==> src/m3i_pkg.sv <==
// ----------------------------------------------------------------------------
// m3i_pkg - shared types and helpers for the 3x3 matrix inverse
// Fixed-point word type, matrix bundle and 64-to-32 bit saturation.
// ----------------------------------------------------------------------------
package m3i_pkg;

	localparam int FRAC_BITS_DEF = 16;
	localparam int FX_W = 32;

	typedef logic signed [FX_W-1:0] fx_t;

	// t: working matrix, w: companion matrix, sing: singular so far
	typedef struct packed {
		logic [0:2][0:2][FX_W-1:0] t;
		logic [0:2][0:2][FX_W-1:0] w;
		logic                      sing;
	} mat_t;

	localparam logic signed [63:0] SAT_MAX = 64'sh0000_0000_7fff_ffff;
	localparam logic signed [63:0] SAT_MIN = -64'sh0000_0000_8000_0000;

	function automatic fx_t sat64(input logic signed [63:0] v);
		fx_t r;
		if (v > SAT_MAX) begin
			r = SAT_MAX[FX_W-1:0];
		end else if (v < SAT_MIN) begin
			r = SAT_MIN[FX_W-1:0];
		end else begin
			r = v[FX_W-1:0];
		end
		return r;
	endfunction

endpackage

==> src/m3i_pivot.sv <==
// ----------------------------------------------------------------------------
// m3i_pivot - load and row-swap stage
// Builds working and companion matrices and swaps a zero diagonal row with
// the highest-numbered row that is nonzero in that column, column by column.
// ----------------------------------------------------------------------------
module m3i_pivot #(
	parameter int FRAC_BITS = m3i_pkg::FRAC_BITS_DEF
) (
	input  logic           clk,
	input  logic           arst_n,
	input  logic           en,
	input  logic           vld,
	input  m3i_pkg::fx_t   a [0:2][0:2],
	output logic           out_vld,
	output m3i_pkg::mat_t  out_mat
);
	import m3i_pkg::*;

	localparam logic [FX_W-1:0] ONE = FX_W'(64'd1 << FRAC_BITS);

	mat_t                  m;
	logic                  found;
	logic [1:0]            pr;
	logic [0:2][FX_W-1:0]  tr;
	logic [0:2][FX_W-1:0]  wr;
	logic                  vld_s1;
	mat_t                  mat_s1;

	always_comb begin
		m     = '0;
		found = 1'b0;
		pr    = '0;
		tr    = '0;
		wr    = '0;
		for (int r = 0; r < 3; r++) begin
			for (int c = 0; c < 3; c++) begin
				m.t[r][c] = a[r][c];
				m.w[r][c] = (r == c) ? ONE : '0;
			end
		end
		for (int c = 0; c < 3; c++) begin
			if (m.t[c][c] == '0) begin
				found = 1'b0;
				pr    = '0;
				for (int k = 0; k < 3; k++) begin
					if (m.t[k][c] != '0) begin
						found = 1'b1;
						pr    = 2'(k);
					end
				end
				if (!found) begin
					m.sing = 1'b1;
				end else begin
					tr       = m.t[c];
					wr       = m.w[c];
					m.t[c]   = m.t[pr];
					m.w[c]   = m.w[pr];
					m.t[pr]  = tr;
					m.w[pr]  = wr;
				end
			end
		end
	end

	always_ff @(posedge clk or negedge arst_n) begin
		if (!arst_n) begin
			vld_s1 <= 1'b0;
		end else if (en) begin
			vld_s1 <= vld;
		end
	end

	always_ff @(posedge clk) begin
		if (en) begin
			mat_s1 <= m;
		end
	end

	assign out_vld = vld_s1;
	assign out_mat = mat_s1;

endmodule

==> config.mk <==
export PLATFORM = sky130hd
export DESIGN_NAME = m3i_pivot
export DESIGN_NICKNAME = d
export VERILOG_FILES = /design/src/m3i_pkg.sv /design/src/m3i_pivot.sv
export SDC_FILE = /design/constraint.sdc
export NUM_CORES = 1
export LEC_CHECK = 0
export BUFFER_PORTS_ARGS = -buffer_cell sky130_fd_sc_hd__buf_4
export CORE_AREA = 2 2 336 338
export CTS_CLUSTER_DIAMETER = 50
export DETAILED_ROUTE_END_ITERATION = 8
export DIE_AREA = 0 0 338 340
export PLACE_DENSITY_LB_ADDON = 0.05
export SLEW_MARGIN = 20
export SYNTH_ARGS = -nofsm -noshare
export SYNTH_HDL_FRONTEND = slang
export SYNTH_SLANG_ARGS = --single-unit
==> constraint.sdc <==
create_clock -name clk -period 0.95 [get_ports clk]
set_clock_uncertainty 0.2 [all_clocks]
set_input_delay 0.1425 -clock clk [delete_from_list [all_inputs] [get_ports clk]]
set_output_delay 0.1425 -clock clk [all_outputs]
set_load 0.01 [all_outputs]
==> After elaboration in Yosys (flattened, before gate mapping) <==
Cells that the tools add are included.
{ "word_totals": {"reg_bits": 578, "in_bits": 292} }
{ "op_classes": {"magnitude_cmp": 6, "mux": 59, "n_reduce_logical": 15, "bitwise": 6} }
{ "op_table": {"columns": ["cell", "n"], "rows": [
  ["577-bit 2-to-1 mux", 3],
  ["576-bit 2-to-1 mux", 3],
  ["288-bit bitwise mux", 5],
  ["96-bit 2-to-1 mux", 15],
  ["96-bit binary-select mux with 2-bit select", 6],
  ["96-bit demux with 2-bit select", 3],
  ["32-bit nonzero test", 9],
  ["285-bit AND", 1],
  ["285-bit inverter", 1],
  ["32-bit zero test", 3],
  ["1-bit 2-to-1 mux", 18],
  ["2-bit 2-to-1 mux", 6],
  ["3-bit greater-or-equal comparator, second input constant", 3],
  ["3-bit by 1-bit < comparator with 1-bit output, second input constant", 3],
  ["2-bit inverter with 3-bit output", 3],
  ["1-bit logical AND", 3],
  ["3-bit bitwise OR", 1]
]} }

==> Depth between registers and ports, before layout <==
Gate-level depths: netlist of the first run.
{ "depth": {"ltp_word": 37, "mapped_depth": 21} }

==> Worst setup path after synthesis of the first run <==
Ideal clock, no wire load.
{ "synth_path": {"path_type": "input -> register", "from": "input a[257] (netlist bit)", "to": "register mat_s1, in the netlist out_mat[370] (data pin)", "path_stages": 18, "setup_time_ns": 0.154, "arrival_time_ns": 4.338, "setup_slack_ns": -3.742, "path_cell_list": "nor4_1 nand4_1 or2_1 buf_2 o32ai_2 o32ai_1 or4b_1 buf_2 nor4_4 buf_6 a221oi_2 nor4_1 nand4_1 nor3_2 buf_6 buf_4 mux2_2 o22ai_1"} }
{ "synth_rtl": {"columns": ["item", "line_no", "source"], "rows": [
  ["start: declaration", "m3i_pivot.sv:13", "input m3i_pkg::fx_t a [0:2][0:2],"],
  ["end signal: assignment", "m3i_pivot.sv:75", "mat_s1 <= m;"],
  ["end: declaration", "m3i_pivot.sv:27", "mat_t mat_s1;"]
]} }

==> flow_results.org, run 1 <==
** STA
- Tightest hold margin :: -0.247 ns
- # setup viols final :: approximately 600
- For the finished layout, the period the worst path requires is 4.89 ns.
- RSZ-0062 raised after global routing :: true
- For the pin with the worst max-slew slack, the measured transition is slightly above 0.9 ns.
- Once routing completed, OpenROAD measured the worst setup slack at -3.94 ns.
- Measured against its own limit, the worst slew margin works out to 0.386.
- Total count of hold-check failures in the final report :: approximately 360
- Highest clock frequency the design can meet :: around 200 MHz
- Of the available clock period, the critical path in the final layout requires 5.15.
- Final slew viol count :: 0

** Place
- Setup WS pre-CTS :: -5.48 ns
- Post-detailed-placement half-perimeter wirelength :: 115000 um
- Once placement completed, the tool counted placed cells totaling 5329.
- At the end of routability-driven placement, the weighted congestion stood at around 0.93.
- Placed cell area :: roughly 35000 um^2
- In this run the tool buffered the top-level ports with 590 buffer cells.

** Setup path
- In this run the worst path has a maximum fanout of 8.
- Data required time of the worst path :: about 1.2 ns
- In this design, the critical path's most frequently occurring cell is sky130_fd_sc_hd__buf_4.
- The critical path is of the in -> reg type.
- Arrival time at the worst endpoint :: 5.09 ns
- R2r worst-path depth :: 1
- Reg-to-reg critical path startpoint :: out_vld
- The worst setup path is captured at a flip-flop.
- STA classifies the critical path startpoint as a primary input.
- The signal on the critical path passes through buf_4, nor4_2, buf_4, nand4_1, buf_4, a211o_4, buf_8, o32ai_4, o22ai_2, or4_4, o31ai_4, buf_12, buf_8, o221ai_2, nor4b_4, buf_4, and4_4, buf_12, nand4_1, buf_6, buf_12, buf_16, mux2_4.
- On the worst path, the slowest cell contributes a delay of roughly 0.63 ns.
- Slack of the worst reg-to-reg path :: 0 ns
- Cell with the largest stage delay on the worst path :: sky130_fd_sc_hd__or4_4
- FF-to-FF End :: out_vld

** Cells and area
- Relative to the synthesized area, the layout overhead comes to 83.2%.
- Of the cells placed in the final design, the portion with a size suffix greater than 1 is 0.540.
- Filler instances :: around 11000
- Final std cells w/o fill :: ~5600
- Summing all non-filler instances in the final layout gives an area of between 40000 and 50000 um^2.
- N_diodes :: 0
- Final Net Count :: between 4000 and 5000

** CTS
- Clock Path Buffers :: 3
- H-tree depth :: 2
- Clock tree synthesis selected as its root buffer the cell sky130_fd_sc_hd__clkbuf_16.
- TritonCTS built the clock tree.
- Clock latency of the later-clocked register in the worst-skew pair :: ~0.65 ns
- Hold repair after CTS inserted 3 buffers.
- TritonCTS created between 50 and 60 clock buffers.
- Clock input transition at the sequential cells of the worst setup and hold paths :: ~0.050 ns
- For this design, the sink count on the clock tree is between 200 and 300.

** Die
- Core Rows :: about 120
- The initial utilization of the core area, before any placement, comes to 0.211.
- Number of ports placed on the die boundary :: 870
- Floorplan core area :: about 110000 um^2
- DIE AREA :: 115000 um^2
- In this run the vertical extent of the chip is ~340 um.
- In this run the horizontal extent of the chip is 338 um.

** Route
- Once detail routing completed, the nets flagged for antenna violations numbered 0.
- In the routed design, unresolved DRC markers number 0.
- The detailed router finished its first iteration with 2211 violations.
- Routed via count :: 27900
- Vias per inst :: 5.00
- In the final routed layout, each cell accounts on average for approximately 29 um.
- Before antenna repair, the detailed router went through 6 iterations.
- For this block, the routed nets add up to around 160000 um of wire.

** Yosys
- Synthesis inferred roughly 300 register bits.
- In the synthesized netlist the dominant register cell turns out to be sky130_fd_sc_hd__edfxtp_1.
- sky130_fd_sc_hd__edfxtp_1 takes more of the synthesized area than any other cell.
- Of all flip-flops after synthesis, the portion carrying an async set or reset was 0.00334.
- Portion of the post-synthesis area used by sequential elements :: 0.382
- Netlist Area Pre-Place :: between 20000 and 25000 um^2
- The commonest cells after synthesis are 298 x sky130_fd_sc_hd__edfxtp_1, 291 x sky130_fd_sc_hd__buf_4, 247 x sky130_fd_sc_hd__nand2_1.
- Number of instances in the synthesized netlist :: between 2000 and 3000
- In the post-synthesis netlist, the cell with the most instances is sky130_fd_sc_hd__edfxtp_1.
- Area share of the leading cell type in the synthesized netlist :: 0.380
- A synthesized cell averages 8.88 um^2.
- Number of enable-type register cells in the synthesized netlist :: around 300
- The Yosys step of the flow raised 0 warnings.
- Yosys cell types :: 73
- Cell types occupying the most area after synthesis :: sky130_fd_sc_hd__edfxtp_1 38%, sky130_fd_sc_hd__buf_4 9.3%, sky130_fd_sc_hd__mux2i_1 7.7%, sky130_fd_sc_hd__nand2_1 3.9%, sky130_fd_sc_hd__nor2_1 3.5%

** Job
- Across the run, the number of max-cap violations was 0.

** Power
- Power spread over the standard cell area amounts to ~1100 nW/um^2.
- The worst-case IR drop observed on VDD is approximately 1.3 mV.
- Leakage component of the power :: around 19 nW

** Global routing
- Overflow after GRT :: 0
- For this run, the total global-route usage over all layers was measured as 0.265.
- Number of global-route vias before repair :: 28100
- First-pass GRT wire length :: about 220000 um
- Antenna violations before repair :: 2
- Maximum number of pins on one net before global-route repair :: 60

** Min path
- The min-delay analysis places its worst path in the category in -> reg.
- End of the worst hold path :: out_mat[453]
- Along the worst hold path, the cell count comes to 3.
- Source of the worst hold timing path :: a[68]

** Run status
- The checks that failed: hold timing, setup timing.
- Outcome :: complete, but fails checks
per-layer routing:
layer / wire length (um) / up-vias / GRT usage
met5: 0 / - / 0
met4: 5410 / 0 / 0.0798
met3: 10500 / 258 / 0.0425
met2: 78300 / 1356 / 0.450
met1: 67300 / 14000 / 0.342
li1: - / 12300 / -
how the worst max path moves through the flow:
stage	from	endpoint	slack [ns]	cells after the start
global placement	a[270]	out_mat[440]	-5.58	22
finish	a[266]	out_mat[537]	-3.94	23
CTS	a[260]	out_mat[419]	-3.86	25
detailed placement	a[177]	out_mat[440]	-5.48	22
floorplan	a[81]	out_mat[380]	-3.64	18
global route	a[260]	out_mat[423]	-4.02	26
timing repair:
| item | in CTS | in global routing |
|---|---|---|
| pin swaps | 188 | 62 |
| endpoints found under the setup margin | 598 | 598 |
| cloned | 30 | 13 |
| setup buffers | 98 | 37 |
| hold endpoints to repair | 423 | 403 |
| resized for setup | 692 | 268 |
layout make-up:
type / count / area [um^2] / share of cell area
Multi-Input combinational cell: 2102 / 15800 / 0.367
Timing Repair Buffer: 1544 / 14400 / 0.334
Sequential cell: 299 / 8970 / 0.208
Tap cell: 1500 / 1880 / 0.0435
Clock buffer: 62 / 1490 / 0.0345
Clock inverter: 44 / 417 / 0.00967
Inverter: 25 / 95.1 / 0.00221
flip-flops by register name, indices dropped and copies added (netlist names):
name and count:
out_mat 298, out_vld 1
through the flow:
| stage | utilization | total power [mW] | TNS, ns |
|---|---|---|---|
| floorplan | - | 20.1 | -1037.88 |
| global placement | 0.315 | 26.1 | -1636.65 |
| detailed placement | 0.315 | 26.0 | -1612.50 |
| CTS | 0.373 | 47.7 | -1295.77 |
| global route | 0.386 | 49.2 | -1347.01 |
| finish | 0.386 | 47.5 | -1311.90 |
critical path, delay by kind of cell:
kind	cells	cell delay, ns
multiplexers	1	0.32
AO/OA/AOI/OAI	5	1.08
buffers and inverters	11	1.72
AND/OR/NAND/NOR	6	1.81
report_power, final:
group          internal, mW  switching, mW  leakage, nW
clock                  12.3           8.12        0.913
sequential             15.7          0.692         2.93
combinational          5.31           5.40         15.1
layout by cell type (no fill, tap or decap), types with 35 or more instances in the layout:
master and count:
sky130_fd_sc_hd__or2_2 40, sky130_fd_sc_hd__nor2_4 43, sky130_fd_sc_hd__buf_12 94, sky130_fd_sc_hd__buf_4 1186
sky130_fd_sc_hd__conb_1 279, sky130_fd_sc_hd__nor4_1 41, sky130_fd_sc_hd__a21o_1 45, sky130_fd_sc_hd__nor2_1 170
sky130_fd_sc_hd__edfxtp_1 298, sky130_fd_sc_hd__nand2_1 203, sky130_fd_sc_hd__o21ai_2 60, sky130_fd_sc_hd__o21ai_0 84
sky130_fd_sc_hd__clkbuf_16 70, sky130_fd_sc_hd__o2111ai_1 41, sky130_fd_sc_hd__nor3_1 47, sky130_fd_sc_hd__a31oi_1 50
sky130_fd_sc_hd__a21oi_1 140, sky130_fd_sc_hd__o22ai_1 35, sky130_fd_sc_hd__buf_6 196, sky130_fd_sc_hd__mux2i_1 156
cell families after synthesis:
group | Yosys count | synth area share
AOI/OAI and AO/OA | 776 | 0.219
buffers and inverters | 525 | 0.134
DFF | 299 | 0.382
muxes | 222 | 0.0966
other | 1 | 0.000159
and+or+nand+nor | 825 | 0.169
No activity file was read; power rests on OpenSTA's default activity.
==> run 2: changes to the inputs <==
--- a/config.mk
+++ b/config.mk
@@ -6,10 +6,11 @@
 export NUM_CORES = 1
 export LEC_CHECK = 0
 export BUFFER_PORTS_ARGS = -buffer_cell sky130_fd_sc_hd__buf_4
-export CORE_AREA = 2 2 336 338
+export CORE_AREA = 2 2 341 343
 export CTS_CLUSTER_DIAMETER = 50
 export DETAILED_ROUTE_END_ITERATION = 8
-export DIE_AREA = 0 0 338 340
+export DIE_AREA = 0 0 343 345
+export GPL_ROUTABILITY_DRIVEN = 0
 export PLACE_DENSITY_LB_ADDON = 0.05
 export SLEW_MARGIN = 20
 export SYNTH_ARGS = -nofsm -noshare
==> constraint.sdc (replaced) <==
create_clock -name clk -period 5.4 [get_ports clk]
set_clock_uncertainty 0.2 [all_clocks]
set_input_delay 0.81 -clock clk [delete_from_list [all_inputs] [get_ports clk]]
set_output_delay 0.81 -clock clk [all_outputs]
set_load 0.01 [all_outputs]
==> run 2 against run 1 <==
  * The run ends with setup timing left
  * Total power decreased by 81%
  * Critical path depth increased by 1
  * Register-to-register slack improved by 4.5 ns
  * Core utilization decreased by 4.6 points
  * Die area increased by 3.0%
  * Sequential power decreased by 83%
  * First-iteration DRC count increased by 10%
  * Critical endpoint is now out_mat[428]
  * Largest cell class unchanged
  * Highest routed layer is now met5
==> flow_results.org, run 2 (synthesis results as in run 1) <==
** Global routing
- Global-route total usage across every layer :: 0.247 (-0.0181)
- Overflow after GRT :: 0 (unchanged)
- Maximum number of pins on one net before global-route repair :: 91 (+52%)
- Antenna violations before repair :: 13 (+11)
- First-pass GRT wire length :: 209000 um (-3.8%)
- The number of global-route vias before repair is 26900 (-4.1%).

** Cells and area
- Fraction of layout instances using a drive strength above 1 :: 0.466 (-0.0741)
- The post-layout net count came to 4115 (-4.8%).
- The count of placed standard cells in the final layout, fillers left out is 5410 (-3.0%).
- Most common library cell in the layout ignoring fill and taps :: sky130_fd_sc_hd__buf_4
- Top library cells by usage in the layout, fill and taps aside :: 1189 x sky130_fd_sc_hd__buf_4, 298 x sky130_fd_sc_hd__edfxtp_1, 279 x sky130_fd_sc_hd__conb_1
- The area growth from synthesis to layout is 66.3%.
- The flip-flop count of the largest register after layout was 298 (unchanged).

** Place
- Setup WS pre-CTS :: -1.66 ns (+3.83 ns)
- Post-detailed-placement half-perimeter wirelength :: 114000 um (-1.0%)
- The quantity of I/O buffers inserted on ports was 590 (unchanged).
- The number of placed instances with taps included is 5182 (-2.8%).

** Setup path
- Reg-to-reg critical path startpoint :: out_vld
- Number of buffers and inverters on the critical path :: 12 (+1)
- The worst reg2reg path depth came to 1 (unchanged).
- In this run the critical register-to-register path is captured at out_vld.
- STA classifies the critical path startpoint as a primary input.
- Cell with the largest stage delay on the worst path :: sky130_fd_sc_hd__or4_4
- Data required time of the worst path :: 5.66 ns (+4.51 ns)
- The critical path is of the in -> reg type.
- In this design, the largest share of critical-path delay is due to simple AND/OR/NAND/NOR gates.
- CP endpoint kind :: flip-flop
- The critical path goes through buf_8, nor4_4, buf_4, nand4_1, buf_6, a211o_4, buf_12, nor2_2, o32ai_2, or4_4, nor4_4, buf_6, buf_12, buf_12, a221oi_4, nor4_4, nand4_1, buf_6, o31ai_4, buf_6, buf_12, buf_12, buf_12, mux2i_4.
- Crit path launch :: a[264]
- Most numerous cell on the critical path :: sky130_fd_sc_hd__buf_12
- Max Fanout on Critical Path :: 7 (-1)
- The maximum single-stage delay on the critical path is 0.60 ns (-0.03 ns).
- Slack of the worst reg-to-reg path :: 4.45 ns (+4.45 ns)
- Crit path capture :: out_mat[428]
- Number of gates on the worst path with buffers counted :: 24 (+4.3%)
- The arrival time reported for the critical path endpoint was 5.90 ns (+0.81 ns).

** Route
- The count of routing violations after the opening detailed-route iteration was 2433 (+10%).
- The number of vias after detailed routing came to 27100 (-2.9%).
- Detailed Route WL :: 156000 um (-3.4%)
- Remaining antenna violation count :: 0 (unchanged)
- The number of vias per cell after detailed routing was 5.00 (about the same).
- The final routed wire length divided by cell count is 28.9 um (-0.39%).
- First-pass iteration count of the detailed router :: 8 (+2)
- Residual DRC count :: 0 (unchanged)

** STA
- In the finished design, the share of the clock period the worst path needs comes to 1.04.
- Setup repair after global routing could not meet its margin everywhere.
- The measured slew at the worst slew-check pin came to 1.02 ns (+0.0994 ns).
- The worst path setup slack after routing came to -0.239 ns (+3.70 ns).
- The final setup violation count was 208 (-65%).
- Slew HR :: 0.320 (-0.0662)
- Final slew viol count :: 0 (unchanged)
- Derived from the worst setup path, the maximum achievable clock frequency is between 150 and 200 MHz.
- The final hold violation count is 0 (-100%).
- Counting I/O delays and the setup requirement, the final critical path takes 5.64 ns.

** Die
- Horizontal die dimension :: 343 um (+1.5%)
- Number of ports placed on the die boundary :: 870 (unchanged)
- Initial core utilization :: 0.204 (-0.00647)
- Floorplan core area :: 115000 um^2 (+3.2%)
- The number of rows in the core area is 125 (+1.6%).
- DIE AREA :: 118000 um^2 (+3.0%)
- Height of the chip :: 345 um (+1.5%)

** CTS
- TritonCTS built the clock tree.
- Clk Tree Root Cell :: sky130_fd_sc_hd__clkbuf_16
- The number of H-tree levels is 3 (+1).
- The total CTS buffers came to 69 (+21%).
- The latest clock arrival within the worst-skew pair came to 0.60 ns (-0.05 ns).
- Clock Path Buffers :: 3 (unchanged)
- Clock input transition at the sequential cells of the worst setup and hold paths :: 0.04 ns (about the same)
- Clock sinks :: 299 (unchanged)

** Power
- Worst supply voltage drop on vdd :: 0.252 mV (-81%)
- The areal power density over the cells is 227 nW/um^2 (-79%).
- Leakage component of the power :: 17.2 nW (-8.9%)

** Run status
- Outcome :: complete, but fails checks
- Violations in the final reports :: setup timing

** Job
- The number of max-cap violations was 0 (unchanged).

** Min path
- The tightest min-delay check is of the in -> reg type.
[run 2: power breakdown]
group	internal (mW)	total (mW)	switching, mW
clock	2.79	4.35	1.56
sequential	2.77	2.86	0.0961
combinational	0.758	1.67	0.909
total	6.31	8.88	2.56
[run 2: repair_timing]
item	4_1_cts	5_1_grt
buffers inserted	44	37
gates cloned	9	16
gates resized for setup	208	257
hold buffers	1	0
pin swaps	51	57
setup endpoints to repair	294	290
hold endpoints to repair	1	0
[run 2: final cells by class]
cell class	instances	area [um^2]
clock buffers	75	1770
diodes	7	17.5
multi-input cells	2103	14300
well taps	1524	1910
clock inverters	52	583
flip-flops and latches	299	8970
repair buffers	1325	11400
inverters	25	97.6
fillers	12000	76000
[run 2: through the flow]
step / TNS, ns / instance area [um^2] / total power [mW] / hold WS (ns) / utilization
finish: -23.81 / 39100 / 8.88 / 0.242 / 0.340
global route: -34.60 / 39100 / 9.22 / 0.208 / 0.340
CTS: -0.531 / 37500 / 8.96 / 0.182 / 0.326
detailed placement: -403.73 / 33500 / 4.46 / 0.312 / 0.291
global placement: -427.77 / 33500 / 4.47 / 0.311 / 0.291
floorplan: 0 / 24600 / 3.53 / 0.314 / -
[run 2: metal layers]
layer	vias to the layer above	GRT usage	share of wire
met5	-	0	0.00049
met4	12	0.111	0.051
met3	335	0.0562	0.079
met2	1480	0.406	0.47
met1	13400	0.305	0.40
li1	11800	-	-
[run 2: worst min-delay path by stage]
stage | cells after the start | to | startpoint | slack, ns
6_report | 2 | out_vld | vld | 0.24
5_1_grt | 2 | out_vld | vld | 0.21
4_1_cts | 2 | out_vld | vld | 0.18
3_5_place_dp | 1 | out_vld | out_vld | 0.31
3_3_place_gp | 1 | out_vld | out_vld | 0.31
2_1_floorplan | 0 | out_vld | arst_n | 0.31
==> run 3: changes to the inputs <==
--- a/config.mk
+++ b/config.mk
@@ -5,11 +5,11 @@
 export SDC_FILE = /design/constraint.sdc
 export NUM_CORES = 1
 export LEC_CHECK = 0
-export BUFFER_PORTS_ARGS = -buffer_cell sky130_fd_sc_hd__buf_4
 export CORE_AREA = 2 2 341 343
 export CTS_CLUSTER_DIAMETER = 50
 export DETAILED_ROUTE_END_ITERATION = 8
 export DIE_AREA = 0 0 343 345
+export DONT_BUFFER_PORTS = 1
 export GPL_ROUTABILITY_DRIVEN = 0
 export PLACE_DENSITY_LB_ADDON = 0.05
 export SLEW_MARGIN = 20
==> run 3 against run 2 <==
  * The flow still finishes with violations (setup timing)
  * Largest cell class unchanged
  * Global-route usage decreased by 0.58 points
  * Critical path depth decreased by 2
  * Via count decreased by 11%
  * Non-clock buffer count decreased by 710
  * Highest routed layer is now met4
  * Routed wire length decreased by 4.5%
==> flow_results.org, run 3 (synthesis results as in run 1) <==
** Run status
- Outcome :: complete, but fails checks
- The final reports fail on setup timing.

** CTS
- Clock Path Buffers :: 3 (unchanged)
- TritonCTS built the clock tree.
- The register clock-pin slew on the reported worst setup and hold paths came to 0.05 ns (about the same).
- Clk Tree Root Cell :: sky130_fd_sc_hd__clkbuf_16
- H-tree depth :: 3 (unchanged)
- The number of sinks handled by clock tree synthesis is 299 (unchanged).
- Clock latency of the later-clocked register in the worst-skew pair :: 0.63 ns (+0.03 ns)
- The total CTS buffers is 70 (+1.4%).

** Cells and area
- The utilization after layout is 0.282 (-0.0574).
- The flip-flop count of the largest register after layout is 298 (unchanged).
- The layout cell share with drive strength beyond 1 was 0.318 (-0.148).
- The cell area after layout was 32500 um^2 (-17%).
- Final std cells w/o fill :: 4713 (-13%)
- Leaving out fill and tap cells, the most frequent cell in the layout is sky130_fd_sc_hd__buf_4.
- In the layout the commonest cells are 533 x sky130_fd_sc_hd__buf_4, 298 x sky130_fd_sc_hd__edfxtp_1, 279 x sky130_fd_sc_hd__conb_1.
- The post-layout net count came to 3406 (-17%).
- Filler instances :: 12300 (+2.5%)
- Layout overhead on the synthesized area :: 38.2%

** Setup path
- Arrival time at the worst endpoint :: 5.96 ns (+0.06 ns)
- The highest net fanout along the worst path is 19 (+12).
- Data required time of the worst path :: 5.59 ns (-0.07 ns)
- STA classifies the critical path startpoint as a primary input.
- Type of the worst setup path :: in -> reg
- The worst setup path is captured at a flip-flop.

** Place
- Number of port buffers :: 0 (-100%)
- The placed instance area is 28400 um^2 (-15%).
- The number of placed instances with taps included came to 4520 (-13%).
- Post-detailed-placement half-perimeter wirelength :: 110000 um (-3.0%)

** STA
- The worst hold margin was 0.150 ns (-0.0927 ns).
- # setup viols final :: 278 (+34%)
- RSZ-0062 raised after global routing :: true
- The final hold violation count is 0 (unchanged).
- The worst path setup slack after routing was -0.368 ns (-0.129 ns).
- The final clock period utilization by the worst path is 1.07 (+0.0239).
- Transition at the pin with the smallest max-transition slack :: 1.01 ns (-0.0124 ns)
- Final critical path time including I/O delays and setup :: 5.77 ns (+0.129 ns)
- The maximum frequency from static timing analysis came to 173 MHz (-2.2%).
- Slew HR :: 0.328 (+0.00823)
- Final slew viol count :: 0 (unchanged)

** Power
- Leakage component of the power :: 13.4 nW (-22%)
- Worst supply voltage drop on vdd :: 0.186 mV (-26%)
- The areal power density over the cells was 252 nW/um^2 (+11%).

** Die
- The placeable core region came to 115000 um^2 (unchanged).
- The overall die area was 118000 um^2 (unchanged).
- The number of top-level pins was 870 (unchanged).
- The die extent in x was 343 um (unchanged).
- The number of rows in the core area came to 125 (unchanged).
- Initial core utilization :: 0.204 (unchanged)
- Height of the chip :: 345 um (unchanged)

** Route
- Residual DRC count :: 0 (unchanged)
- Routed via count :: 24000 (-11%)
- Violation count after the first detailed-route iteration :: 2047 (-16%)
- Met2 wire len :: 71100 um (-2.9%)
- The post-route met1 wirelength came to 60500 um (-3.0%).
- The amount of wire on met3 after detailed routing is 12100 um (-1.6%).
- Vias per inst :: 5.10 (+1.9%)
- First-pass iteration count of the detailed router :: 6 (-2)
- Remaining antenna violation count :: 0 (unchanged)
- Top layer used by detailed routing :: met4
- Detailed Route WL :: 149000 um (-4.5%)
- The final routed wire length divided by cell count is 31.6 um (+9.6%).

** Global routing
- First-pass GRT wire length :: 201000 um (-3.8%)
- The overall fraction of global-route tracks in use came to 0.241 (-0.00585).
- The pin count of the biggest net entering global routing came to 300 (+230%).
- Overflow after GRT :: 0 (unchanged)
- Number of global-route vias before repair :: 23600 (-12%)
- Antenna violations before repair :: 11 (-2)

** Min path
- Type of the tightest min-delay check :: in -> reg

** Job
- The number of max-cap violations was 0 (unchanged).
[run 3: cell types whose count changed in the layout (fill, tap and decap cells not counted), sizes merged, moves of 2 or more]
cell and delta:
bufbuf +2, clkinv +3, buf -698, inv -4, clkinvlp +2, diode +11, clkbuf -11, bufinv -2
[run 3: through the flow]
stage	worst slack (ns)	setup TNS, ns	total power, mW
after floorplan	0.0410	0	3.53
after global placement	-2.08	-521.06	3.83
after detailed placement	-2.03	-501.04	3.82
after CTS	-0.313	-47.61	8.30
after global routing	-0.517	-94.56	8.51
final	-0.368	-55.70	8.19
[run 3: layer usage]
layer | up-vias | global-route usage
li1 | 10400 | -
met1 | 12100 | 0.295
met2 | 1266 | 0.404
met3 | 234 | 0.0611
met4 | 0 | 0.0877
met5 | - | 0
[run 3: power breakdown]
group / internal [mW] / switching [mW] / total [mW]
Combinational: 0.367 / 0.463 / 0.830
Sequential: 2.78 / 0.231 / 3.01
Clock: 2.75 / 1.60 / 4.36
[run 3: area by class of cell]
type / instances / area [um^2] / area share
Inverter: 25 / 95.1 / 0.00293
Clock buffer: 78 / 1820 / 0.0561
Antenna cell: 18 / 45.0 / 0.00139
Multi-Input combinational cell: 2103 / 13600 / 0.420
Clock inverter: 51 / 538 / 0.0166
Sequential cell: 299 / 8970 / 0.276
Tap cell: 1524 / 1910 / 0.0587
Timing Repair Buffer: 615 / 5480 / 0.169
[run 3: what timing repair did]
item | CTS | global route
gates cloned | 8 | 1
hold endpoints to repair | 1 | 0
hold buffers | 1 | 0
resized for setup | 195 | 78
pin swaps | 35 | 12
setup buffers | 25 | 13
endpoints found under the setup margin | 298 | 292
[run 3: path summary, 6_finish.rpt]
path | slack (ns) | end | cells past startpoint | start
worst max register to register | 4.37 | out_vld | 1 | out_vld
worst min register to register | 0.42 | out_vld | 1 | out_vld
min in group asynchronous | 0.20 | out_vld | 1 | arst_n
max in group asynchronous | 4.69 | out_vld | 1 | arst_n
worst min-delay path | 0.15 | out_vld | 1 | vld
worst max-delay path | -0.37 | out_mat[542] | 22 | a[264]
[run 3: worst max-delay path, cell delays in order]
cell and delay, ns:
sky130_fd_sc_hd__nor4_4 0.35, sky130_fd_sc_hd__nand4_1 0.42, sky130_fd_sc_hd__buf_6 0.28, sky130_fd_sc_hd__buf_12 0.13, sky130_fd_sc_hd__a211o_4 0.32, sky130_fd_sc_hd__buf_6 0.16, sky130_fd_sc_hd__o32ai_4 0.13, sky130_fd_sc_hd__o22ai_2 0.14
sky130_fd_sc_hd__or4_4 0.61, sky130_fd_sc_hd__buf_12 0.16, sky130_fd_sc_hd__nor4_4 0.18, sky130_fd_sc_hd__buf_12 0.21, sky130_fd_sc_hd__a221o_1 0.24, sky130_fd_sc_hd__nor4bb_4 0.24, sky130_fd_sc_hd__buf_4 0.15, sky130_fd_sc_hd__nand4_1 0.20
sky130_fd_sc_hd__buf_6 0.21, sky130_fd_sc_hd__nor3_4 0.18, sky130_fd_sc_hd__buf_12 0.19, sky130_fd_sc_hd__nand3_4 0.12, sky130_fd_sc_hd__buf_12 0.20, sky130_fd_sc_hd__a31o_2 0.26
